**config.mk**
```make
export PLATFORM = sky130hd
export DESIGN_NAME = free_block_list_allocator
export DESIGN_NICKNAME = d
export VERILOG_FILES = /design/src/rtl/core/fbla_pkg.sv /design/src/rtl/core/fbla_cmp.sv /design/src/rtl/core/fbla_store.sv /design/src/rtl/core/free_block_list_allocator.sv
export SDC_FILE = /design/constraint.sdc
export NUM_CORES = 2
export LEC_CHECK = 0
export BUFFER_PORTS_ARGS = -buffer_cell sky130_fd_sc_hd__buf_2
export CAP_MARGIN = 20
export CORE_MARGIN = 2
export CORE_UTILIZATION = 25
export CTS_BUF_LIST = sky130_fd_sc_hd__clkbuf_8
export DETAILED_ROUTE_END_ITERATION = 12
export GPL_TIMING_DRIVEN = 0
export SYNTH_ARGS = -nofsm -noshare
export SYNTH_HDL_FRONTEND = slang
export SYNTH_SLANG_ARGS = --single-unit
```
**constraint.sdc**
```tcl
create_clock -name clock -period 9 [get_ports clock]
set_input_delay 0.45 -clock clock [delete_from_list [all_inputs] [get_ports clock]]
set_output_delay 0.45 -clock clock [all_outputs]
set_load 0.02 [all_outputs]
```
**src/rtl/core/fbla_pkg.sv**
```systemverilog
// ----------------------------------------------------------------------------
// fbla_pkg
// shared types and codes for the free block list allocator
// ----------------------------------------------------------------------------
`default_nettype none

package fbla_pkg;

   localparam int BLOCK_W = 24;
   localparam int CMP_W   = BLOCK_W + 1;

   typedef logic [BLOCK_W-1:0] block_type;
   typedef logic [CMP_W-1:0]   cmp_type;
   typedef logic [2:0]         status_type;
   typedef logic [1:0]         op_type;

   // request opcodes
   localparam op_type OP_FREE   = 2'd0;
   localparam op_type OP_ALLOC  = 2'd1;
   localparam op_type OP_REFILL = 2'd2;

   // result status codes
   localparam status_type ST_OK     = 3'd0;
   localparam status_type ST_RANGE  = 3'd1;
   localparam status_type ST_NOBLK  = 3'd2;
   localparam status_type ST_REFILL = 3'd3;
   localparam status_type ST_WRONG  = 3'd4;

   // csr register indexes
   localparam logic [7:0] REG_INODE_BLOCKS = 8'd0;
   localparam logic [7:0] REG_TOTAL_BLOCKS = 8'd1;

endpackage

`default_nettype wire

```
**src/rtl/core/fbla_cmp.sv**
```systemverilog
// ----------------------------------------------------------------------------
// fbla_cmp
// shared unsigned less-than unit, one subtract per use
// ----------------------------------------------------------------------------
`default_nettype none

module fbla_cmp (
   input  fbla_pkg::cmp_type a,
   input  fbla_pkg::cmp_type b,
   output logic              lt
);
   import fbla_pkg::*;

   logic [CMP_W:0] diff;

   // borrow out of a - b marks a < b
   assign diff = {1'b0, a} - {1'b0, b};
   assign lt   = diff[CMP_W];

endmodule

`default_nettype wire

```
**src/rtl/core/fbla_store.sv**
```systemverilog
// ----------------------------------------------------------------------------
// fbla_store
// free list entry memory, one write and one registered read per cycle
// ----------------------------------------------------------------------------
`default_nettype none

module fbla_store #(
   parameter int DEPTH = 63,
   parameter int IDX_W = 6
) (
   input  logic                clock,
   input  logic                reset,
   input  logic                wr_en,
   input  logic [IDX_W-1:0]    wr_addr,
   input  fbla_pkg::block_type wr_data,
   input  logic                rd_en,
   input  logic [IDX_W-1:0]    rd_addr,
   output fbla_pkg::block_type rd_data
);
   import fbla_pkg::*;

   block_type        mem [DEPTH];
   logic [DEPTH-1:0] vld_ff;
   block_type        rd_q_ff;
   logic             rd_vld_ff;

   // entries never written read as zero
   always_ff @(posedge clock) begin
      if (reset) begin
         vld_ff <= '0;
      end else if (wr_en) begin
         vld_ff[wr_addr] <= 1'b1;
      end
   end

   always_ff @(posedge clock) begin
      if (wr_en) begin
         mem[wr_addr] <= wr_data;
      end
      if (rd_en) begin
         rd_q_ff   <= mem[rd_addr];
         rd_vld_ff <= vld_ff[rd_addr];
      end
   end

   assign rd_data = rd_vld_ff ? rd_q_ff : '0;

endmodule

`default_nettype wire

```
**src/rtl/core/free_block_list_allocator.sv**
```systemverilog
// ----------------------------------------------------------------------------
// free_block_list_allocator
// stack of free block numbers with spill on overflow and refill on underflow
// ----------------------------------------------------------------------------
// A request word is taken only while the sequencer is idle; it then owns the
// block until its last result is loaded into the output register. One shared
// 25 bit comparator does the range check on a free (two passes, lower then
// upper bound) and the count saturation on a refill, and the entry memory has
// a single registered read port. A free runs the lower check, the upper check
// and the push, which on an empty list first restores the sentinel. A free
// into a full list sends the count word and then LIST_DEPTH entries, one word
// per cycle while the output drains. Entries carry valid bits cleared by
// reset, so no clearing pass is needed and the block is ready right after
// reset. Status values: 0 ok, 1 out of range, 2 no free block, 3 refill
// needed, 4 wrong op now.
`default_nettype none

module free_block_list_allocator #(
   parameter int LIST_DEPTH = 63
) (
   input  logic        clock,
   input  logic        reset,
   // request channel
   input  logic        req_tvalid,
   output logic        req_tready,
   input  logic [23:0] req_tdata,   // [23:0] block_word
   input  logic [1:0]  req_tuser,   // [1:0] op
   // result channel
   output logic        rsp_tvalid,
   input  logic        rsp_tready,
   output logic [55:0] rsp_tdata,   // [23:0] value, [47:24] target_block, [50:48] status
   output logic [0:0]  rsp_tuser,   // [0] kind
   output logic        rsp_tlast,
   // register write channel
   input  logic        csr_valid,
   output logic        csr_ready,
   input  logic [7:0]  csr_index,
   input  logic [23:0] csr_data
);
   import fbla_pkg::*;

   localparam int IDX_W = (LIST_DEPTH > 1) ? $clog2(LIST_DEPTH) : 1;
   localparam int CNT_W = $clog2(LIST_DEPTH + 1);

   // sequencer states
   localparam logic [2:0] S_IDLE   = 3'd0;
   localparam logic [2:0] S_CHK_LO = 3'd1;
   localparam logic [2:0] S_CHK_HI = 3'd2;
   localparam logic [2:0] S_PUSH   = 3'd3;
   localparam logic [2:0] S_SPILL  = 3'd4;
   localparam logic [2:0] S_POP    = 3'd5;
   localparam logic [2:0] S_REFILL = 3'd6;
   localparam logic [2:0] S_RESP   = 3'd7;

   // control state
   logic [2:0]       state_ff, state_in;
   logic [CNT_W-1:0] count_ff, count_in;
   logic [CNT_W-1:0] pos_ff, pos_in;
   logic             refill_ff, refill_in;
   logic [IDX_W-1:0] spill_idx_ff, spill_idx_in;
   logic             rsp_valid_ff, rsp_valid_in;
   block_type        inode_ff, total_ff;

   // per-word payload
   block_type        word_ff, word_in;
   logic             lo_ok_ff, lo_ok_in;
   status_type       rstat_ff, rstat_in;
   logic             o_kind_ff, o_kind_in;
   block_type        o_value_ff, o_value_in;
   block_type        o_target_ff, o_target_in;
   status_type       o_status_ff, o_status_in;
   logic             o_last_ff, o_last_in;

   // memory and comparator hookup
   logic             wr_en, rd_en;
   logic [IDX_W-1:0] wr_addr, rd_addr;
   block_type        wr_data, rd_data;
   cmp_type          cmp_a, cmp_b;
   logic             cmp_lt;

   // sequencer helpers
   logic             req_accept;
   logic             out_free;
   logic [CNT_W-1:0] cnt_m1, pos_p1, refill_cnt;
   logic             spill_end;
   logic             emit, e_kind, e_last;
   block_type        e_value, e_target;
   status_type       e_status;

   fbla_cmp u_cmp (
      .a  (cmp_a),
      .b  (cmp_b),
      .lt (cmp_lt)
   );

   fbla_store #(
      .DEPTH (LIST_DEPTH),
      .IDX_W (IDX_W)
   ) u_store (
      .clock   (clock),
      .reset   (reset),
      .wr_en   (wr_en),
      .wr_addr (wr_addr),
      .wr_data (wr_data),
      .rd_en   (rd_en),
      .rd_addr (rd_addr),
      .rd_data (rd_data)
   );

   assign req_tready = (state_ff == S_IDLE);
   assign req_accept = req_tvalid && req_tready;
   assign csr_ready  = 1'b1;

   // output register frees up when empty or being taken this cycle
   assign out_free   = !rsp_valid_ff || rsp_tready;
   assign cnt_m1     = count_ff - CNT_W'(1);
   assign pos_p1     = pos_ff + CNT_W'(1);
   assign spill_end  = (spill_idx_ff == IDX_W'(LIST_DEPTH - 1));
   // refill count clipped to the list depth
   assign refill_cnt = cmp_lt ? CNT_W'(LIST_DEPTH) : word_ff[CNT_W-1:0];

   always_comb begin
      state_in     = state_ff;
      count_in     = count_ff;
      pos_in       = pos_ff;
      refill_in    = refill_ff;
      spill_idx_in = spill_idx_ff;
      word_in      = word_ff;
      lo_ok_in     = lo_ok_ff;
      rstat_in     = rstat_ff;
      wr_en        = 1'b0;
      wr_addr      = '0;
      wr_data      = '0;
      rd_en        = 1'b0;
      rd_addr      = '0;
      cmp_a        = '0;
      cmp_b        = '0;
      emit         = 1'b0;
      e_kind       = 1'b0;
      e_value      = '0;
      e_target     = '0;
      e_status     = ST_OK;
      e_last       = 1'b1;

      case (state_ff)
         S_IDLE: begin
            if (req_accept) begin
               word_in = req_tdata;
               if (req_tuser == OP_FREE && !refill_ff) begin
                  state_in = S_CHK_LO;
               end else if (req_tuser == OP_ALLOC && !refill_ff) begin
                  if (count_ff == '0) begin
                     rstat_in = ST_NOBLK;
                     state_in = S_RESP;
                  end else begin
                     // fetch top of stack
                     rd_en    = 1'b1;
                     rd_addr  = cnt_m1[IDX_W-1:0];
                     state_in = S_POP;
                  end
               end else if (req_tuser == OP_REFILL && refill_ff) begin
                  state_in = S_REFILL;
               end else begin
                  rstat_in = ST_WRONG;
                  state_in = S_RESP;
               end
            end
         end

         // lower bound: inode_blocks + 1 < word
         S_CHK_LO: begin
            cmp_a    = {1'b0, inode_ff} + CMP_W'(1);
            cmp_b    = {1'b0, word_ff};
            lo_ok_in = cmp_lt;
            state_in = S_CHK_HI;
         end

         // upper bound: word < total_blocks
         S_CHK_HI: begin
            cmp_a = {1'b0, word_ff};
            cmp_b = {1'b0, total_ff};
            if (lo_ok_ff && cmp_lt) begin
               state_in = S_PUSH;
            end else begin
               rstat_in = ST_RANGE;
               state_in = S_RESP;
            end
         end

         S_PUSH: begin
            if (count_ff == '0) begin
               // empty list gets its zero sentinel back first
               wr_en    = 1'b1;
               wr_addr  = '0;
               wr_data  = '0;
               count_in = CNT_W'(1);
            end else if (count_ff >= CNT_W'(LIST_DEPTH)) begin
               if (out_free) begin
                  // spill run opens with the count word
                  emit         = 1'b1;
                  e_kind       = 1'b1;
                  e_value      = BLOCK_W'(LIST_DEPTH);
                  e_target     = word_ff;
                  e_last       = 1'b0;
                  rd_en        = 1'b1;
                  rd_addr      = '0;
                  spill_idx_in = '0;
                  state_in     = S_SPILL;
               end
            end else if (out_free) begin
               wr_en    = 1'b1;
               wr_addr  = count_ff[IDX_W-1:0];
               wr_data  = word_ff;
               count_in = count_ff + CNT_W'(1);
               emit     = 1'b1;
               state_in = S_IDLE;
            end
         end

         // one entry per cycle while the output drains, next read issued as the current one leaves
         S_SPILL: begin
            if (out_free) begin
               emit     = 1'b1;
               e_kind   = 1'b1;
               e_value  = rd_data;
               e_target = word_ff;
               e_last   = spill_end;
               if (spill_end) begin
                  wr_en    = 1'b1;
                  wr_addr  = '0;
                  wr_data  = word_ff;
                  count_in = CNT_W'(1);
                  state_in = S_IDLE;
               end else begin
                  rd_en        = 1'b1;
                  rd_addr      = spill_idx_ff + IDX_W'(1);
                  spill_idx_in = spill_idx_ff + IDX_W'(1);
               end
            end
         end

         S_POP: begin
            if (out_free) begin
               emit     = 1'b1;
               state_in = S_IDLE;
               if (rd_data == '0) begin
                  // sentinel: volume full, sentinel stays
                  e_status = ST_NOBLK;
               end else begin
                  count_in = cnt_m1;
                  e_value  = rd_data;
                  if (cnt_m1 == '0) begin
                     refill_in = 1'b1;
                     pos_in    = '0;
                     e_target  = rd_data;
                     e_status  = ST_REFILL;
                  end
               end
            end
         end

         S_REFILL: begin
            cmp_a = CMP_W'(LIST_DEPTH);
            cmp_b = {1'b0, word_ff};
            if (out_free) begin
               emit     = 1'b1;
               state_in = S_IDLE;
               if (count_ff == '0) begin
                  // count word
                  pos_in = '0;
                  if (refill_cnt == '0) begin
                     refill_in = 1'b0;
                  end else begin
                     count_in = refill_cnt;
                  end
               end else begin
                  wr_en   = 1'b1;
                  wr_addr = pos_ff[IDX_W-1:0];
                  wr_data = word_ff;
                  pos_in  = pos_p1;
                  if (pos_p1 >= count_ff) begin
                     refill_in = 1'b0;
                     pos_in    = '0;
                  end
               end
            end
         end

         S_RESP: begin
            if (out_free) begin
               emit     = 1'b1;
               e_status = rstat_ff;
               state_in = S_IDLE;
            end
         end

         default: begin
            state_in = S_IDLE;
         end
      endcase

      // output register load
      rsp_valid_in = rsp_valid_ff && !rsp_tready;
      o_kind_in    = o_kind_ff;
      o_value_in   = o_value_ff;
      o_target_in  = o_target_ff;
      o_status_in  = o_status_ff;
      o_last_in    = o_last_ff;
      if (emit) begin
         rsp_valid_in = 1'b1;
         o_kind_in    = e_kind;
         o_value_in   = e_value;
         o_target_in  = e_target;
         o_status_in  = e_status;
         o_last_in    = e_last;
      end
   end

   // control registers
   always_ff @(posedge clock) begin
      if (reset) begin
         state_ff     <= S_IDLE;
         count_ff     <= CNT_W'(1);
         pos_ff       <= '0;
         refill_ff    <= 1'b0;
         spill_idx_ff <= '0;
         rsp_valid_ff <= 1'b0;
         inode_ff     <= '0;
         total_ff     <= '0;
      end else begin
         state_ff     <= state_in;
         count_ff     <= count_in;
         pos_ff       <= pos_in;
         refill_ff    <= refill_in;
         spill_idx_ff <= spill_idx_in;
         rsp_valid_ff <= rsp_valid_in;
         // register writes, other indexes ignored
         if (csr_valid && csr_ready) begin
            if (csr_index == REG_INODE_BLOCKS) begin
               inode_ff <= csr_data;
            end else if (csr_index == REG_TOTAL_BLOCKS) begin
               total_ff <= csr_data;
            end
         end
      end
   end

   // payload registers
   always_ff @(posedge clock) begin
      word_ff     <= word_in;
      lo_ok_ff    <= lo_ok_in;
      rstat_ff    <= rstat_in;
      o_kind_ff   <= o_kind_in;
      o_value_ff  <= o_value_in;
      o_target_ff <= o_target_in;
      o_status_ff <= o_status_in;
      o_last_ff   <= o_last_in;
   end

   assign rsp_tvalid = rsp_valid_ff;
   assign rsp_tdata  = {5'b0, o_status_ff, o_target_ff, o_value_ff};
   assign rsp_tuser  = o_kind_ff;
   assign rsp_tlast  = o_last_ff;

endmodule

`default_nettype wire

```
==> flow_summary_export.csv <==
group,metric,value,unit
timing,finalSetupViolations,0,
setup_path,critical_path_class,"flop to flop",
clock_tree,clk_root_buffer_cell,"clkbuf_8",
clock_tree,clk_transition_reported_paths,0.07,ns
cells_and_area,layout.cells.most_common,"edfxtp_1",
floorplanning,die-width,537,µm
setup_path,worst_setup_path_start_kind,"flop",
yosys,synth_cell_type_count,78,
yosys,yosys_warnings,0,
clock_tree,htree_levels,5,
timing,final.min_clock_period,7.00,ns
setup_path,cp.arrival,7.67,ns
detailed_routing,routed-via-count,52800,
cells_and_area,layout_common_cells,"1618 x edfxtp_1, 1419 x nand2_1, 439 x nand3_1",
detailed_routing,drt_drc,0,
placement,buffer_ports.inserted,116,
yosys,synthArstFlopShare,0,
clock_tree,tritoncts_num_sinks,1752,
floorplanning,io-pin-count,124,
pwr,irDropWorstVdd,0.000142,V
global_route,pin_count_of_the_biggest_net_entering_global_routing,64,
timing,final.period_utilization,0.777,
yosys,synth.cell_area,71000,µm²
detailed_routing,wirelength,281000,µm
yosys,mean_post_synth_cell_area,12.9,µm²
timing,hold_viol_final,0,
clock_tree,cts_tree,"yes",
placement,hpwlAfterDp,196000,µm
floorplanning,fp.dieArea,288000,µm²
cells_and_area,layout-area-overhead-vs-synth,19.4,%
floorplanning,die_h,537,µm
pwr,power,0.0224,W
floorplanning,coreArea,282000,µm²
pwr,net_switching_share_of_the_total_power,0.364,
timing,timing_max_transition_violations_final,0,
timing,totalNegativeSetupSlack,0,ns
min_path,hold_class,"input port to flop",
detailed_routing,vias_per_cell,5.24,
setup_path,endpoint_kind,"flop",
clock_tree,postCtsHoldBufs,53,
setup_path,critical_path_peak_fanout,10,
yosys,synth-seq-area-share,0.722,
pwr,power.static_leakage,29.1,nW
pwr,power_frac_clock,0.294,
detailed_routing,dr.pass1.iters,11,
floorplanning,placementRows,195,
cells_and_area,layout-drive-gt1-share,0.135,
detailed_routing,wl_per_cell,27.9,µm
global_route,antenna_violations_before_repair,21,
pwr,seq_power_share,0.429,
clock_tree,count_of_instances_resized_after_the_clock_tree_is_built,0,
setup_path,worst-r2r-setup-slack,2.00,ns
yosys,synth_top_flop_cell,"edfxtp_1",
setup_path,r2r-end,"u_store.rd_q_ff[7]",
setup_path,worstSetupEndpoint,"u_store.rd_q_ff[7]",
pwr,power.switching,0.00817,W
pwr,pwr_cell_area,265,nW/µm²
floorplanning,floorplan.initialDensity,0.252,
global_route,grt_util_all_layers,0.188,
global_route,grt_pass1_wl,382000,µm
clock_tree,maximum_number_of_buffers_from_clock_root_to_sink,4,
pwr,internal_power,0.0143,W
timing,worst_clock_skew_on_the_final_layout,0.103,ns
flow_run,maxCapViolations,0,
global_route,grt_pass1_vias,49400,
setup_path,crit-reg2reg-launch,"count_ff[0]",
yosys,ys_ff_latch,1752,
yosys,synth_edf_count,1618,
timing,hold_ws,0.0833,ns
detailed_routing,drt_first_iter_violations,9039,
placement,final_estimated_routing_congestion_in_global_placement,1.10,
timing,worst_pin_slew,1.30,ns
cells_and_area,final_nets,6191,
run_status,run_status,"finished, final reports clean",
clock_tree,post-cts-setup-buffer-count,0,
clock_tree,cts_buffers,307,
clock_tree,clk-insertion-delay-late,1.08,ns
setup_path,cp.required,9.67,ns
setup_path,reg2regPathDepth,12,
timing,achievable-frequency,143,MHz
global_route,global_route.overflow_total,0,
timing,rsz0062_at_grt,"no",
pwr,power_frac_comb,0.277,
detailed_routing,ant_nets,0,
setup_path,critPathLaunch,"count_ff[0]",
timing,slew_headroom,0.128,
yosys,syn_inst,5497,
==> power groups by stage <==
stage	Sequential (W)	Clock (W)	Combinational, W
floorplan	0.00981	0	0.00293
global placement	0.00986	0	0.00559
detailed placement	0.00979	0	0.00582
CTS	0.00962	0.00662	0.00586
global route	0.00963	0.00697	0.00636
finish	0.00962	0.00660	0.00622
==> metal layers <==
layer	global-route usage	up-vias	wire length, µm	part of all wire
met5	0.00214	-	207	0.00074
met4	0.118	19	19700	0.070
met3	0.0665	888	38900	0.14
met2	0.271	4058	117000	0.42
met1	0.237	26100	105000	0.37
li1	-	21700	-	-
==> through the flow <==
step | utilization | worst slack, ns | cell area (µm²) | cells
final | 0.300 | 2.00 | 84800 | 10100
after global routing | 0.300 | 2.37 | 84800 | 10100
after CTS | 0.300 | 2.41 | 84700 | 10000
after detailed placement | 0.279 | 2.44 | 78900 | 9461
after global placement | 0.270 | 1.70 | 76300 | 9360
after floorplan | - | 4.48 | 71000 | 5501
==> area by class of cell <==
class | count | area, µm²
Antenna cell | 13 | 32.5
Buffer | 365 | 1620
Clock buffer | 315 | 4340
Clock inverter | 206 | 920
Fill cell | 28200 | 197000
Inverter | 14 | 52.6
Multi-Input combinational cell | 3370 | 18600
Sequential cell | 1752 | 51300
Tap cell | 3743 | 4680
Timing Repair Buffer | 282 | 3300
==> worst max-delay path: stages (launching register included) <==
cell      delay, ns
dfxtp_1        0.42
clkbuf_1       0.46
inv_1          0.22
ha_1           0.31
or3b_1         0.17
buf_2          0.19
o311ai_4       0.18
o22ai_2        0.84
clkbuf_1       0.96
clkbuf_1       0.93
o21ai_0        0.47
a22o_1         0.44
nor4_1         1.03
==> cells in the mapped netlist (4+ instances only) <==
cell       number  share of area
nand2b_1       10        0.00088
o22a_1          4        0.00049
inv_1          13        0.00069
a31oi_1       158          0.014
xor2_1         27         0.0033
a221oi_1       12         0.0015
and2_1         53         0.0047
o31ai_1         4        0.00042
nor3_1         28         0.0020
buf_2         144          0.010
clkbuf_1      163         0.0086
a221o_1         5        0.00070
xnor2_1        12         0.0015
a311oi_1       60         0.0074
nor2_1        182         0.0096
buf_1          41         0.0022
a32oi_1        75         0.0093
mux2i_1       155          0.022
a2111oi_0       7        0.00086
a211oi_1        8        0.00085
a32o_1          4        0.00056
edfxtp_1     1618           0.68
o221ai_1       18         0.0022
a22o_1         30         0.0037
o21a_1         67         0.0071
mux2_2          4        0.00063
a21oi_1        65         0.0046
and4_1          5        0.00062
dfxtp_1       134          0.038
buf_4          15         0.0016
a21o_1         14         0.0015
nand4_1        72         0.0063
ha_1           36         0.0063
nor2b_1        12         0.0011
o22ai_1        25         0.0022
and3_1        145          0.013
nand3_1       439          0.031
or3_1          20         0.0018
o21ai_0        88         0.0062
nand2_1      1419          0.075
a22oi_1        28         0.0030
nor4_1         20         0.0018
==> worst min path at each step <==
| stage | to | startpoint | slack [ns] | depth (start not counted) |
|---|---|---|---|---|
| 2_1_floorplan | u_store.vld_ff[51] | u_store.vld_ff[51] | 0.44 | 1 |
| 3_3_place_gp | u_store.vld_ff[51] | u_store.vld_ff[51] | 0.44 | 1 |
| 3_5_place_dp | u_store.vld_ff[51] | u_store.vld_ff[51] | 0.45 | 1 |
| 4_1_cts | inode_ff[0] | csr_index[4] | 0.05 | 6 |
| 5_1_grt | inode_ff[1] | csr_index[5] | 0.11 | 6 |
| 6_report | inode_ff[0] | csr_index[5] | 0.08 | 6 |
==> sequential cells by signal, indices dropped and copies added, names as in the netlist, 6 cells and up <==
register and flops:
u_store.vld_ff 63, count_ff 6, total_ff 24, pos_ff 6, o_target_ff 24, spill_idx_ff 6, inode_ff 24, u_store.rd_q_ff 24
word_ff 24, o_value_ff 24, u_store.mem 1512
==> logic make-up (layout without fill, tap and decap cells) <==
family	Yosys count	in the layout	share of synthesized area
compound gates	707	707	0.0710
simple gates	2422	2422	0.150
fa+ha+maj	36	36	0.00634
buf+inv	379	1182	0.0236
flops	1752	1752	0.722
mux	160	160	0.0226
xor+xnor	39	39	0.00481
other cells	2	19	0.000106
(Power assumes the default switching activity.)
